==> config.mk <==
export PLATFORM = sky130hd
export DESIGN_NAME = infix_to_postfix_converter
export DESIGN_NICKNAME = d
export VERILOG_FILES = /design/src/hdl/i2p_pkg.sv /design/src/hdl/i2p_datapath.sv /design/src/hdl/i2p_ctrl.sv /design/src/hdl/infix_to_postfix_converter.sv
export VERILOG_INCLUDE_DIRS = /design/src /design/src/hdl
export SDC_FILE = /design/constraint.sdc
export NUM_CORES = 1
export LEC_CHECK = 0
export ABC_CLOCK_PERIOD_IN_PS = 10200
export BUFFER_PORTS_ARGS = -buffer_cell sky130_fd_sc_hd__buf_2
export CAP_MARGIN = 20
export CORE_UTILIZATION = 60
export DETAILED_ROUTE_END_ITERATION = 8
export PLACE_DENSITY = 0.88
export SYNTH_ARGS = -nofsm -noshare
export SYNTH_HDL_FRONTEND = slang
export SYNTH_SLANG_ARGS = --single-unit
==> constraint.sdc <==
create_clock -name clk -period 10.2 [get_ports clk]
set_clock_uncertainty 0.15 [all_clocks]
set_input_delay 2.55 -clock clk [delete_from_list [all_inputs] [get_ports clk]]
set_output_delay 2.55 -clock clk [all_outputs]
set_load 0.02 [all_outputs]
==> src/hdl/assert_macros.svh <==
// ----------------------------------------------------------------------------
// assert_macros
// Clocked assertion shorthands shared by the converter modules.
// ----------------------------------------------------------------------------
`ifndef ASSERT_MACROS_SVH
`define ASSERT_MACROS_SVH

// property holds at every edge outside reset
`define ASSERT_CLK(lbl, clk, rst_n, prop) \
	lbl: assert property (@(posedge clk) disable iff (!rst_n) prop) \
		else $error("assertion failed");

// expression never true outside reset
`define ASSERT_NEVER(lbl, clk, rst_n, expr) \
	lbl: assert property (@(posedge clk) disable iff (!rst_n) !(expr)) \
		else $error("forbidden condition seen");

`endif

==> src/hdl/i2p_pkg.sv <==
// ----------------------------------------------------------------------------
// i2p_pkg
// Token and result types, codes and precedence for the postfix converter.
// ----------------------------------------------------------------------------
package i2p_pkg;

	localparam logic [2:0] TK_OPERAND = 3'd0;
	localparam logic [2:0] TK_LPAREN  = 3'd1;
	localparam logic [2:0] TK_RPAREN  = 3'd2;
	localparam logic [2:0] TK_OPER    = 3'd3;
	localparam logic [2:0] TK_END     = 3'd4;

	localparam logic [1:0] OK_OPERAND  = 2'd0;
	localparam logic [1:0] OK_OPERATOR = 2'd1;
	localparam logic [1:0] OK_PAREN    = 2'd2;
	localparam logic [1:0] OK_ERROR    = 2'd3;

	localparam logic [2:0] OP_AND = 3'd6;
	localparam logic [2:0] OP_OR  = 3'd7;

	localparam logic [3:0] PAREN_ENTRY = 4'd8;

	typedef struct packed {
		logic [2:0]  op;
		logic [2:0]  oper_code;
		logic [31:0] operand_value;
	} tok_t;

	typedef struct packed {
		logic [1:0]  out_kind;
		logic [2:0]  out_oper_code;
		logic [31:0] out_operand_value;
		logic        last;
	} pf_t;

	typedef enum logic [1:0] {
		ST_IDLE,
		ST_PROC,
		ST_WAIT
	} state_t;

	typedef struct packed {
		logic       load;
		logic       emit;
		logic [1:0] kind;
		logic       last;
		logic       push;
		logic       pop;
	} cmd_t;

	typedef struct packed {
		logic [2:0] kind;
		logic [2:0] code;
		logic [3:0] tos;
		logic [3:0] below;
		logic       empty;
		logic       one;
		logic       full;
		logic       out_free;
	} sts_t;

	function automatic logic [1:0] rank_of(input logic [2:0] code);
		logic [1:0] r;
		if (code == OP_OR) begin
			r = 2'd1;
		end else if (code == OP_AND) begin
			r = 2'd2;
		end else begin
			r = 2'd3;
		end
		return r;
	endfunction

endpackage

==> src/hdl/i2p_datapath.sv <==
// ----------------------------------------------------------------------------
// i2p_datapath
// Token register, operator stack with top-of-stack register, result register.
// ----------------------------------------------------------------------------
`include "assert_macros.svh"

module i2p_datapath #(
	parameter int STACK_DEPTH = 32
) (
	input  logic           clk,
	input  logic           arst_n,
	input  i2p_pkg::tok_t  tok,
	input  i2p_pkg::cmd_t  cmd,
	output i2p_pkg::sts_t  sts,
	output logic           pf_valid,
	input  logic           pf_stall,
	output i2p_pkg::pf_t   pf
);

	localparam int AW = $clog2(STACK_DEPTH);
	localparam int CW = $clog2(STACK_DEPTH + 1);

	logic [2:0]    kind_q;
	logic [2:0]    code_q;
	logic [31:0]   value_q;
	logic [CW-1:0] count_q;
	logic [3:0]    tos_q;
	logic [3:0]    rd_q;
	logic [3:0]    mem [STACK_DEPTH];
	logic          pf_valid_q;
	i2p_pkg::pf_t  pf_q;

	logic [CW-1:0] cnt_m1;
	logic [CW-1:0] cnt_m2;
	logic [3:0]    push_entry;

	assign cnt_m1     = count_q - CW'(1);
	assign cnt_m2     = count_q - CW'(2);
	assign push_entry = (kind_q == i2p_pkg::TK_LPAREN) ? i2p_pkg::PAREN_ENTRY
		: {1'b0, code_q};

	always_ff @(posedge clk) begin
		if (cmd.load) begin
			kind_q  <= tok.op;
			code_q  <= tok.oper_code;
			value_q <= tok.operand_value;
		end
	end

	always_ff @(posedge clk or negedge arst_n) begin
		if (!arst_n) begin
			count_q <= '0;
		end else if (cmd.push) begin
			count_q <= count_q + CW'(1);
		end else if (cmd.pop) begin
			count_q <= cnt_m1;
		end
	end

	always_ff @(posedge clk) begin
		if (cmd.push) begin
			tos_q <= push_entry;
		end else if (cmd.pop) begin
			tos_q <= rd_q;
		end
	end

	always_ff @(posedge clk) begin
		if (cmd.push && count_q != '0) begin
			mem[cnt_m1[AW-1:0]] <= tos_q;
		end
		rd_q <= mem[cnt_m2[AW-1:0]];
	end

	always_ff @(posedge clk or negedge arst_n) begin
		if (!arst_n) begin
			pf_valid_q <= 1'b0;
		end else if (cmd.emit) begin
			pf_valid_q <= 1'b1;
		end else if (!pf_stall) begin
			pf_valid_q <= 1'b0;
		end
	end

	always_ff @(posedge clk) begin
		if (cmd.emit) begin
			pf_q.out_kind          <= cmd.kind;
			pf_q.out_oper_code     <= (cmd.kind == i2p_pkg::OK_OPERATOR) ? tos_q[2:0] : 3'd0;
			pf_q.out_operand_value <= (cmd.kind == i2p_pkg::OK_OPERAND) ? value_q : 32'd0;
			pf_q.last              <= cmd.last;
		end
	end

	assign pf_valid = pf_valid_q;
	assign pf       = pf_q;

	always_comb begin
		sts.kind     = kind_q;
		sts.code     = code_q;
		sts.tos      = tos_q;
		sts.below    = rd_q;
		sts.empty    = (count_q == '0);
		sts.one      = (count_q == CW'(1));
		sts.full     = (count_q == CW'(STACK_DEPTH));
		sts.out_free = !pf_valid_q || !pf_stall;
	end

	`ASSERT_CLK(a_count_range, clk, arst_n, count_q <= CW'(STACK_DEPTH))
	`ASSERT_NEVER(a_push_full, clk, arst_n, cmd.push && count_q == CW'(STACK_DEPTH))

endmodule

==> src/hdl/i2p_ctrl.sv <==
// ----------------------------------------------------------------------------
// i2p_ctrl
// Sequencer: accepts a token, then pushes, pops and emits one step at a time.
// ----------------------------------------------------------------------------
`include "assert_macros.svh"

module i2p_ctrl (
	input  logic           clk,
	input  logic           arst_n,
	input  logic           tok_valid,
	output logic           tok_stall,
	input  i2p_pkg::sts_t  sts,
	output i2p_pkg::cmd_t  cmd
);

	i2p_pkg::state_t state_q;
	i2p_pkg::state_t state_d;

	logic       accept;
	logic       act_emit;
	logic       act_pop;
	logic       act_push;
	logic       act_done;
	logic [1:0] act_kind;
	logic       act_last;
	logic       go;
	logic       tos_paren;
	logic       below_paren;
	logic       can_pop;

	assign accept      = (state_q == i2p_pkg::ST_IDLE) && tok_valid;
	assign tos_paren   = (sts.tos == i2p_pkg::PAREN_ENTRY);
	assign below_paren = (sts.below == i2p_pkg::PAREN_ENTRY);
	assign can_pop     = !sts.empty && !tos_paren &&
		(i2p_pkg::rank_of(sts.tos[2:0]) >= i2p_pkg::rank_of(sts.code));

	always_comb begin
		act_emit = 1'b0;
		act_pop  = 1'b0;
		act_push = 1'b0;
		act_done = 1'b0;
		act_kind = i2p_pkg::OK_OPERAND;
		act_last = 1'b0;
		unique case (sts.kind)
			i2p_pkg::TK_OPERAND: begin
				act_emit = 1'b1;
				act_last = 1'b1;
				act_done = 1'b1;
			end
			i2p_pkg::TK_LPAREN: begin
				act_done = 1'b1;
				if (sts.full) begin
					act_emit = 1'b1;
					act_kind = i2p_pkg::OK_ERROR;
					act_last = 1'b1;
				end else begin
					act_push = 1'b1;
				end
			end
			i2p_pkg::TK_RPAREN: begin
				if (sts.empty) begin
					act_done = 1'b1;
				end else if (tos_paren) begin
					act_pop  = 1'b1;
					act_done = 1'b1;
				end else begin
					act_emit = 1'b1;
					act_pop  = 1'b1;
					act_kind = i2p_pkg::OK_OPERATOR;
					act_last = sts.one || below_paren;
				end
			end
			i2p_pkg::TK_OPER: begin
				if (can_pop) begin
					act_emit = 1'b1;
					act_pop  = 1'b1;
					act_kind = i2p_pkg::OK_OPERATOR;
					act_last = sts.one || below_paren ||
						(i2p_pkg::rank_of(sts.below[2:0]) < i2p_pkg::rank_of(sts.code));
				end else if (sts.full) begin
					act_emit = 1'b1;
					act_kind = i2p_pkg::OK_ERROR;
					act_last = 1'b1;
					act_done = 1'b1;
				end else begin
					act_push = 1'b1;
					act_done = 1'b1;
				end
			end
			i2p_pkg::TK_END: begin
				if (sts.empty) begin
					act_done = 1'b1;
				end else begin
					act_emit = 1'b1;
					act_pop  = 1'b1;
					act_kind = tos_paren ? i2p_pkg::OK_PAREN : i2p_pkg::OK_OPERATOR;
					act_last = sts.one;
				end
			end
			default: begin
				act_done = 1'b1;
			end
		endcase
	end

	assign go = !act_emit || sts.out_free;

	always_comb begin
		state_d = state_q;
		unique case (state_q)
			i2p_pkg::ST_IDLE: begin
				if (accept) begin
					state_d = i2p_pkg::ST_PROC;
				end
			end
			i2p_pkg::ST_PROC: begin
				if (go) begin
					state_d = act_done ? i2p_pkg::ST_IDLE : i2p_pkg::ST_WAIT;
				end
			end
			i2p_pkg::ST_WAIT: begin
				state_d = i2p_pkg::ST_PROC;
			end
			default: begin
				state_d = i2p_pkg::ST_IDLE;
			end
		endcase
	end

	always_ff @(posedge clk or negedge arst_n) begin
		if (!arst_n) begin
			state_q <= i2p_pkg::ST_IDLE;
		end else begin
			state_q <= state_d;
		end
	end

	always_comb begin
		tok_stall = (state_q != i2p_pkg::ST_IDLE);
		cmd.load  = accept;
		cmd.emit  = 1'b0;
		cmd.push  = 1'b0;
		cmd.pop   = 1'b0;
		cmd.kind  = act_kind;
		cmd.last  = act_last;
		if (state_q == i2p_pkg::ST_PROC && go) begin
			cmd.emit = act_emit;
			cmd.push = act_push;
			cmd.pop  = act_pop;
		end
	end

	`ASSERT_CLK(a_emit_room, clk, arst_n, cmd.emit |-> sts.out_free)
	`ASSERT_CLK(a_pop_nonempty, clk, arst_n, cmd.pop |-> !sts.empty)
	`ASSERT_CLK(a_accept_proc, clk, arst_n, accept |=> state_q == i2p_pkg::ST_PROC)

endmodule

==> src/hdl/infix_to_postfix_converter.sv <==
// ----------------------------------------------------------------------------
// infix_to_postfix_converter
// Shunting-yard conversion of classified tokens into postfix order.
// ----------------------------------------------------------------------------
// channel  handshake             payload
// tok      tok_valid/tok_stall   i2p_pkg::tok_t
// pf       pf_valid/pf_stall     i2p_pkg::pf_t
//
// A token is accepted in the idle state, then handled one push, pop or
// silent step at a time. A pop that does not finish the token passes
// through the wait state: the stack RAM read of the next entry below the
// top-of-stack register must settle after every pop.
// Reset clears the stack count and the output valid flag; no clearing pass.
// A stalled result holds in the output register; the sequencer waits there.
// ----------------------------------------------------------------------------
module infix_to_postfix_converter #(
	parameter int STACK_DEPTH = 32
) (
	input  logic          clk,
	input  logic          arst_n,
	input  logic          tok_valid,
	output logic          tok_stall,
	input  i2p_pkg::tok_t tok,
	output logic          pf_valid,
	input  logic          pf_stall,
	output i2p_pkg::pf_t  pf
);

	i2p_pkg::cmd_t cmd;
	i2p_pkg::sts_t sts;

	i2p_ctrl u_ctrl (
		.clk       (clk),
		.arst_n    (arst_n),
		.tok_valid (tok_valid),
		.tok_stall (tok_stall),
		.sts       (sts),
		.cmd       (cmd)
	);

	i2p_datapath #(
		.STACK_DEPTH (STACK_DEPTH)
	) u_datapath (
		.clk      (clk),
		.arst_n   (arst_n),
		.tok      (tok),
		.cmd      (cmd),
		.sts      (sts),
		.pf_valid (pf_valid),
		.pf_stall (pf_stall),
		.pf       (pf)
	);

endmodule
==> Yosys cells after proc, flatten, opt, wreduce, memory -nomap -nowiden <==
Memories as Yosys holds them, arrays and structs flattened. A register that Yosys moved wholly into a read port is not among the register bits.
Cells that the tools add are included.
{ "totals": {"ramBits": 128, "reg_bits": 89, "n_memories": 1, "output_inout_bits": 40, "wordCells": 113} }
{ "memory_table": {"columns": ["memory", "depth", "width", "read_ports", "rd_ports_with_merged_regs", "wr", "line_no", "source"], "rows": [
  ["u_datapath.mem", 32, 4, 1, 1, 1, "i2p_datapath.sv:29", "logic [3:0] mem [STACK_DEPTH];"]
]} }
{ "classes": {"reduce_logical": 23, "order_cmp": 2, "mux": 53, "n_eq_ne": 20, "add_sub_neg": 3} }
{ "ops": {"columns": ["operator", "n"], "rows": [
  ["$mux 2", 16],
  ["$mux 1", 25],
  ["$eq 3x3->1 const B", 7],
  ["$mux 4", 3],
  ["$mux 6", 2],
  ["$pmux 1 s5", 2],
  ["$eq 4x4->1 const B", 2],
  ["$pmux 2 s4", 1],
  ["$add 6x1->6 const B", 1],
  ["$eq 3x2->1 const B", 2],
  ["$eq 6x1->1 const B", 1],
  ["$eq 6x6->1 const B", 1],
  ["$logic_not 6->1", 1],
  ["$ne 2x1->1 const B", 3],
  ["$pmux 2 s3", 1],
  ["$reduce_bool 6->1", 1],
  ["$sub 6x1->6 const B", 1],
  ["$logic_and 1x1->1", 5],
  ["$logic_not 1->1", 5],
  ["$sub 5x2->5 const B", 1],
  ["$eq 2x1->1 const B", 2],
  ["$logic_not 2->1", 2],
  ["$logic_or 1x1->1", 4],
  ["$pmux 1 s2", 2],
  ["9 further kinds", 10]
]} }

==> Depth between registers and ports, before layout <==
{ "logic_depth": {"word_depth": 14, "mapped_depth": 12, "depth_no_buf": 10} }

==> Hierarchy <==
Synthesis repeated with hierarchy kept, for this count alone.
{ "hier_totals": {"hier_cells": 576, "area_unflattened_um2": 9177.6} }
{ "modules_own_cells": {"columns": ["mod", "seq_area_each_um2", "area_per_inst_um2", "n_inst", "cells_each"], "rows": [
  ["i2p_datapath", 6501.2, 8675.8, 1, 506],
  ["i2p_ctrl", 50.0, 501.7, 1, 70]
]} }

==> Worst setup path after synthesis <==
No wires, ideal clock.
{ "synth_timing": {"kind": "in2reg", "startpoint": "input pf_stall", "endpoint": "register u_datapath.pf_q, in the netlist u_datapath.pf[0] (enable)", "t_arrival_ns": 4.441, "stages": 1, "required_time_ns": 9.604, "n_path_buf": 0, "slack_ns": 5.163, "cell_sequence": "a21oi_1"} }
{ "synth_between": {"elab_chain_cells": 5} }
{ "synth_rtl": {"columns": ["item", "line_no", "source"], "rows": [
  ["start, declared", "infix_to_postfix_converter.sv:25", "input logic pf_stall,"],
  ["$logic_not 1->1", null, null],
  ["$logic_or 1x1->1", "i2p_datapath.sv:105", "sts.out_free = !pf_valid_q || !pf_stall;"],
  ["$logic_or 1x1->1", "i2p_ctrl.sv:106", "assign go = !act_emit || sts.out_free;"],
  ["$logic_and 1x1->1", "i2p_ctrl.sv:146", "if (state_q == i2p_pkg::ST_PROC && go) begin"],
  ["$mux 1", "i2p_ctrl.sv:146", null],
  ["end, declared", "i2p_datapath.sv:31", "i2p_pkg::pf_t pf_q;"]
]} }
No other way between the ends.
A chain may end at the register's enable or synchronous reset.

==> Final worst setup path <==
{ "layout_timing": {"startpoint": "register u_ctrl.state_q[0]", "endpoint": "output tok_stall"} }
{ "layout_between": {"elab_chain_cells": 1} }
{ "layout_rtl": {"columns": ["item", "line_no", "source"], "rows": [
  ["start, declared", "i2p_ctrl.sv:16", "i2p_pkg::state_t state_q;"],
  ["start signal, assigned", "i2p_ctrl.sv:132", "state_q <= i2p_pkg::ST_IDLE;"],
  ["start signal, assigned", "i2p_ctrl.sv:134", "state_q <= state_d;"],
  ["$reduce_bool 2->1", "i2p_ctrl.sv:139", "tok_stall = (state_q != i2p_pkg::ST_IDLE);"],
  ["end, declared", "infix_to_postfix_converter.sv:22", "output logic tok_stall,"]
]} }
No other way between the ends.

==> impl_results.md <==
* Crit path kind: flop to output port
* R2R Path Start: u_datapath.tos_q[1]
* Final setup violation count at 0
* Chip Width at 124.5 um
* Net Sw Frac at 31.98%
* Cell Pwr Density at 299.1 nW/um^2
* Sw Pwr at 0.9937 mW
* Reg area at 6553 sq um
* Num rows at 44
* Internal power at 2.113 mW
* Starting Density at 61.69%
* Core area at 14,590 sq um
* ANT nets after route at 0
* Ys Warns at 0
* CP Capture Point: tok_stall
* Tightest Pin Transition at 1.012 ns
* Final Cycle Share at 40.10%
* Synth Net Count at 565
* Antenna violations before repair at 0
* Port bufs at 81
* Main synth FF type: edfxtp_1
* Crit path depth at 2
* Fin Setup TNS at 0 ns
* CTS root buf: clkbuf_16
* Number of synthesized flops with an enable pin at 208
* Seq cells post-synth at 221
* Routed wire length at 17.98 mm
* FF-to-FF setup slack at 6.82 ns
* Pin count of the biggest net entering global routing at 39
* Crit path launch type: flop
* Area leader, netlist: edfxtp_1
* Final Hold Violating Endpoints at 0
* Clock Path Buffers at 3
* Family with the most delay on the worst path: flip-flops
* CTS Hold Bufs at 0
* R2r worst-path depth at 7
* Initial drt markers at 480
* Clock power share at 26.3%
* Ys async rst share at 4.072%
* Status: finished clean
* Inserted Clock Buffers at 21
* Required @ worst endpoint at 7.50 ns
* # fillers at 801
* DRC violations left at 0
* Max incr delay on CP at 0.39 ns
* Fin crit period at 4.091 ns
* Yosys cell types at 50
* Die H at 124.5 um
* Multi-input gate area at 2336 sq um
* Crit Reg-Reg Endpoint: u_datapath.mem[0][1]
* Static Leak at 3.573 nW
* GRT overflow at 0
* Fin. max-slew vios at 0
* Post-synthesis sequential area ratio at 72.79%
* Syn Std Cell Area at 9000 sq um
* Gr usage total at 23.80%
* Syn Inst Count at 510
* Nets at 656
* Vias in the first global route at 5,067
* Avg WL per Cell at 22.50 um
* Nature of the critical path endpoint: output port
* Crit path max fanout at 3
* RSZ-0062 raised after global routing: false
* Worst skew pair latency at 0.48 ns
* Reg clk slew, reported paths at 0.07 ns
* Clock Sinks at 221
* Worst rel slew slack at 32.37%
* Max Cap Viol at 0
* CTS tree: done
* Sequential power share at 41.6%
* Crit path buffers/inverters at 1
* Slowest CP cell: dfrtp_1
* Post_cts resized at 0
* Hold Path Depth at 1
* Commonest non-fill, non-tap cell in the layout: edfxtp_1
* Most frequent cells in the layout: edfxtp_1, buf_2, nor2_1, mux4_2, and2_1
* CTS H-tree depth at 1
* DR pass1 iterations at 5
* Worst hold path class: flop to flop
* Maximum vdd ir drop at 237.2 uV
* Dominant cells by area after synthesis: edfxtp_1, mux4_2, and2_1
* Fin cells at 799
* Dpl cells at 759
* Die area at 15,490 sq um
* First-pass GRT wire length at 28.16 mm
* Synth top area share at 69.40%
* Syn_area_per_cell at 17.65 sq um
* Share of cells above drive strength 1 at 30.08%
* Layout area overhead at 15.40%
* Number of diodes at 0
* Worst path cell trace: or2_2 > buf_2
* Detailed Place HPWL at 11.27 mm
* Fmax at 0.2445 GHz
* Arrival time at the worst endpoint at 1.39 ns
* # IOs at 82
* Setup Buffers After CTS at 0
* Crit. Startpoint: u_ctrl.state_q[0]
* Vias after detailed routing at 4,921
* RePlAce Congestion at 0.8079
* Via/cell ratio at 6.159
* Combinational share of power at 32.1%
[worst min path at each step]
| stage | startpoint | slack (ns) | end |
|---|---|---|---|
| 2_1_floorplan | u_datapath.rd_q[3] | 0.34 | u_datapath.tos_q[3] |
| 3_3_place_gp | u_datapath.value_q[1] | 0.35 | u_datapath.pf[2] |
| 3_5_place_dp | u_datapath.value_q[30] | 0.36 | u_datapath.pf[31] |
| 4_1_cts | u_datapath.value_q[30] | 0.37 | u_datapath.pf[31] |
| 5_1_grt | u_datapath.value_q[1] | 0.38 | u_datapath.pf[2] |
| 6_report | u_datapath.value_q[1] | 0.37 | u_datapath.pf[2] |
[power groups by stage]
stage / Clock, mW / Combinational [mW] / Sequential [mW]
floorplan: 0 / 0.640 / 1.35
global placement: 0 / 0.894 / 1.31
detailed placement: 0 / 0.941 / 1.31
CTS: 0.820 / 0.965 / 1.30
global route: 0.858 / 1.07 / 1.30
finish: 0.817 / 0.998 / 1.29
[state kept, by name, indices dropped and copies added (netlist names)]
signal / cells
u_datapath.mem: 128
u_datapath.pf: 38
u_datapath.value_q: 32
u_datapath.count_q: 6
u_datapath.rd_q: 4
u_datapath.tos_q: 4
u_datapath.code_q: 3
u_datapath.kind_q: 3
u_ctrl.state_q: 2
u_datapath.pf_valid: 1
[cell families after synthesis]
| logic type | count (synthesis) | share of synthesized area, % |
|---|---|---|
| adders and majority gates | 13 | 1.807 |
| and+or+nand+nor | 145 | 8.508 |
| buffers and inverters | 28 | 1.460 |
| muxes | 44 | 10.51 |
| xor gates and xnor gates | 11 | 1.071 |
| AOI/OAI and AO/OA | 48 | 3.851 |
| DFF | 221 | 72.79 |
[Yosys cell counts (2+ instances only)]
| library cell | instances |
|---|---|
| o211ai_1 | 2 |
| mux2_2 | 4 |
| buf_2 | 9 |
| o21ai_0 | 10 |
| nor4b_4 | 2 |
| dfrtp_1 | 9 |
| xor2_1 | 3 |
| nor4_1 | 2 |
| and2_1 | 36 |
| a21o_1 | 3 |
| a31oi_4 | 2 |
| nor3_1 | 4 |
| o22ai_1 | 2 |
| inv_1 | 6 |
| edfxtp_1 | 208 |
| clkbuf_1 | 9 |
| ha_1 | 13 |
| buf_6 | 2 |
| nor2_2 | 2 |
| nand2_1 | 24 |
| nor2b_1 | 6 |
| dfxtp_1 | 4 |
| a22oi_1 | 4 |
| nor2_1 | 47 |
| and3_1 | 3 |
| nand3_1 | 7 |
| mux4_2 | 40 |
| a21oi_1 | 12 |
| a31oi_1 | 3 |
| xnor2_1 | 8 |
| or2_2 | 2 |
| nand2b_1 | 4 |
[cell type report]
cell class | instances | share of cell area (%)
Inverter | 7 | 0.2530
Multi-Input combinational cell | 261 | 22.49
Sequential cell | 221 | 63.09
Clock inverter | 11 | 1.554
Tap cell | 184 | 2.217
Timing Repair Buffer | 89 | 4.867
Clock buffer | 26 | 5.529
[through the flow]
stage / hold WS (ns) / util, % / worst slack [ns] / power (mW) / area, sq um
4_1_cts: 0.3713 / 70.76 / 6.095 / 3.085 / 10320
2_1_floorplan: 0.3436 / - / 5.163 / 1.994 / 9000
3_5_place_dp: 0.3555 / 65.72 / 6.051 / 2.256 / 9588
5_1_grt: 0.3797 / 71.19 / 6.075 / 3.229 / 10390
3_3_place_gp: 0.3497 / 65.72 / 6.116 / 2.201 / 9588
6_report: 0.3665 / 71.19 / 6.109 / 3.107 / 10390
[routing by layer]
layer,vias up,routed length (um),GRT usage [%]
met2,282,9266,40.40
met5,-,0,0
met1,2437,6783,31.29
met3,45,1431,3.694
met4,0,498,8.930
li1,2157,-,-
[worst reg2reg max path: cells and delay by family (launching register included)]
family          cells  cell delay, ns
flops               1            0.43
simple gates        5            1.86
buf+inv             1            0.29
compound gates      1            0.29
(Power assumes the default switching activity.)
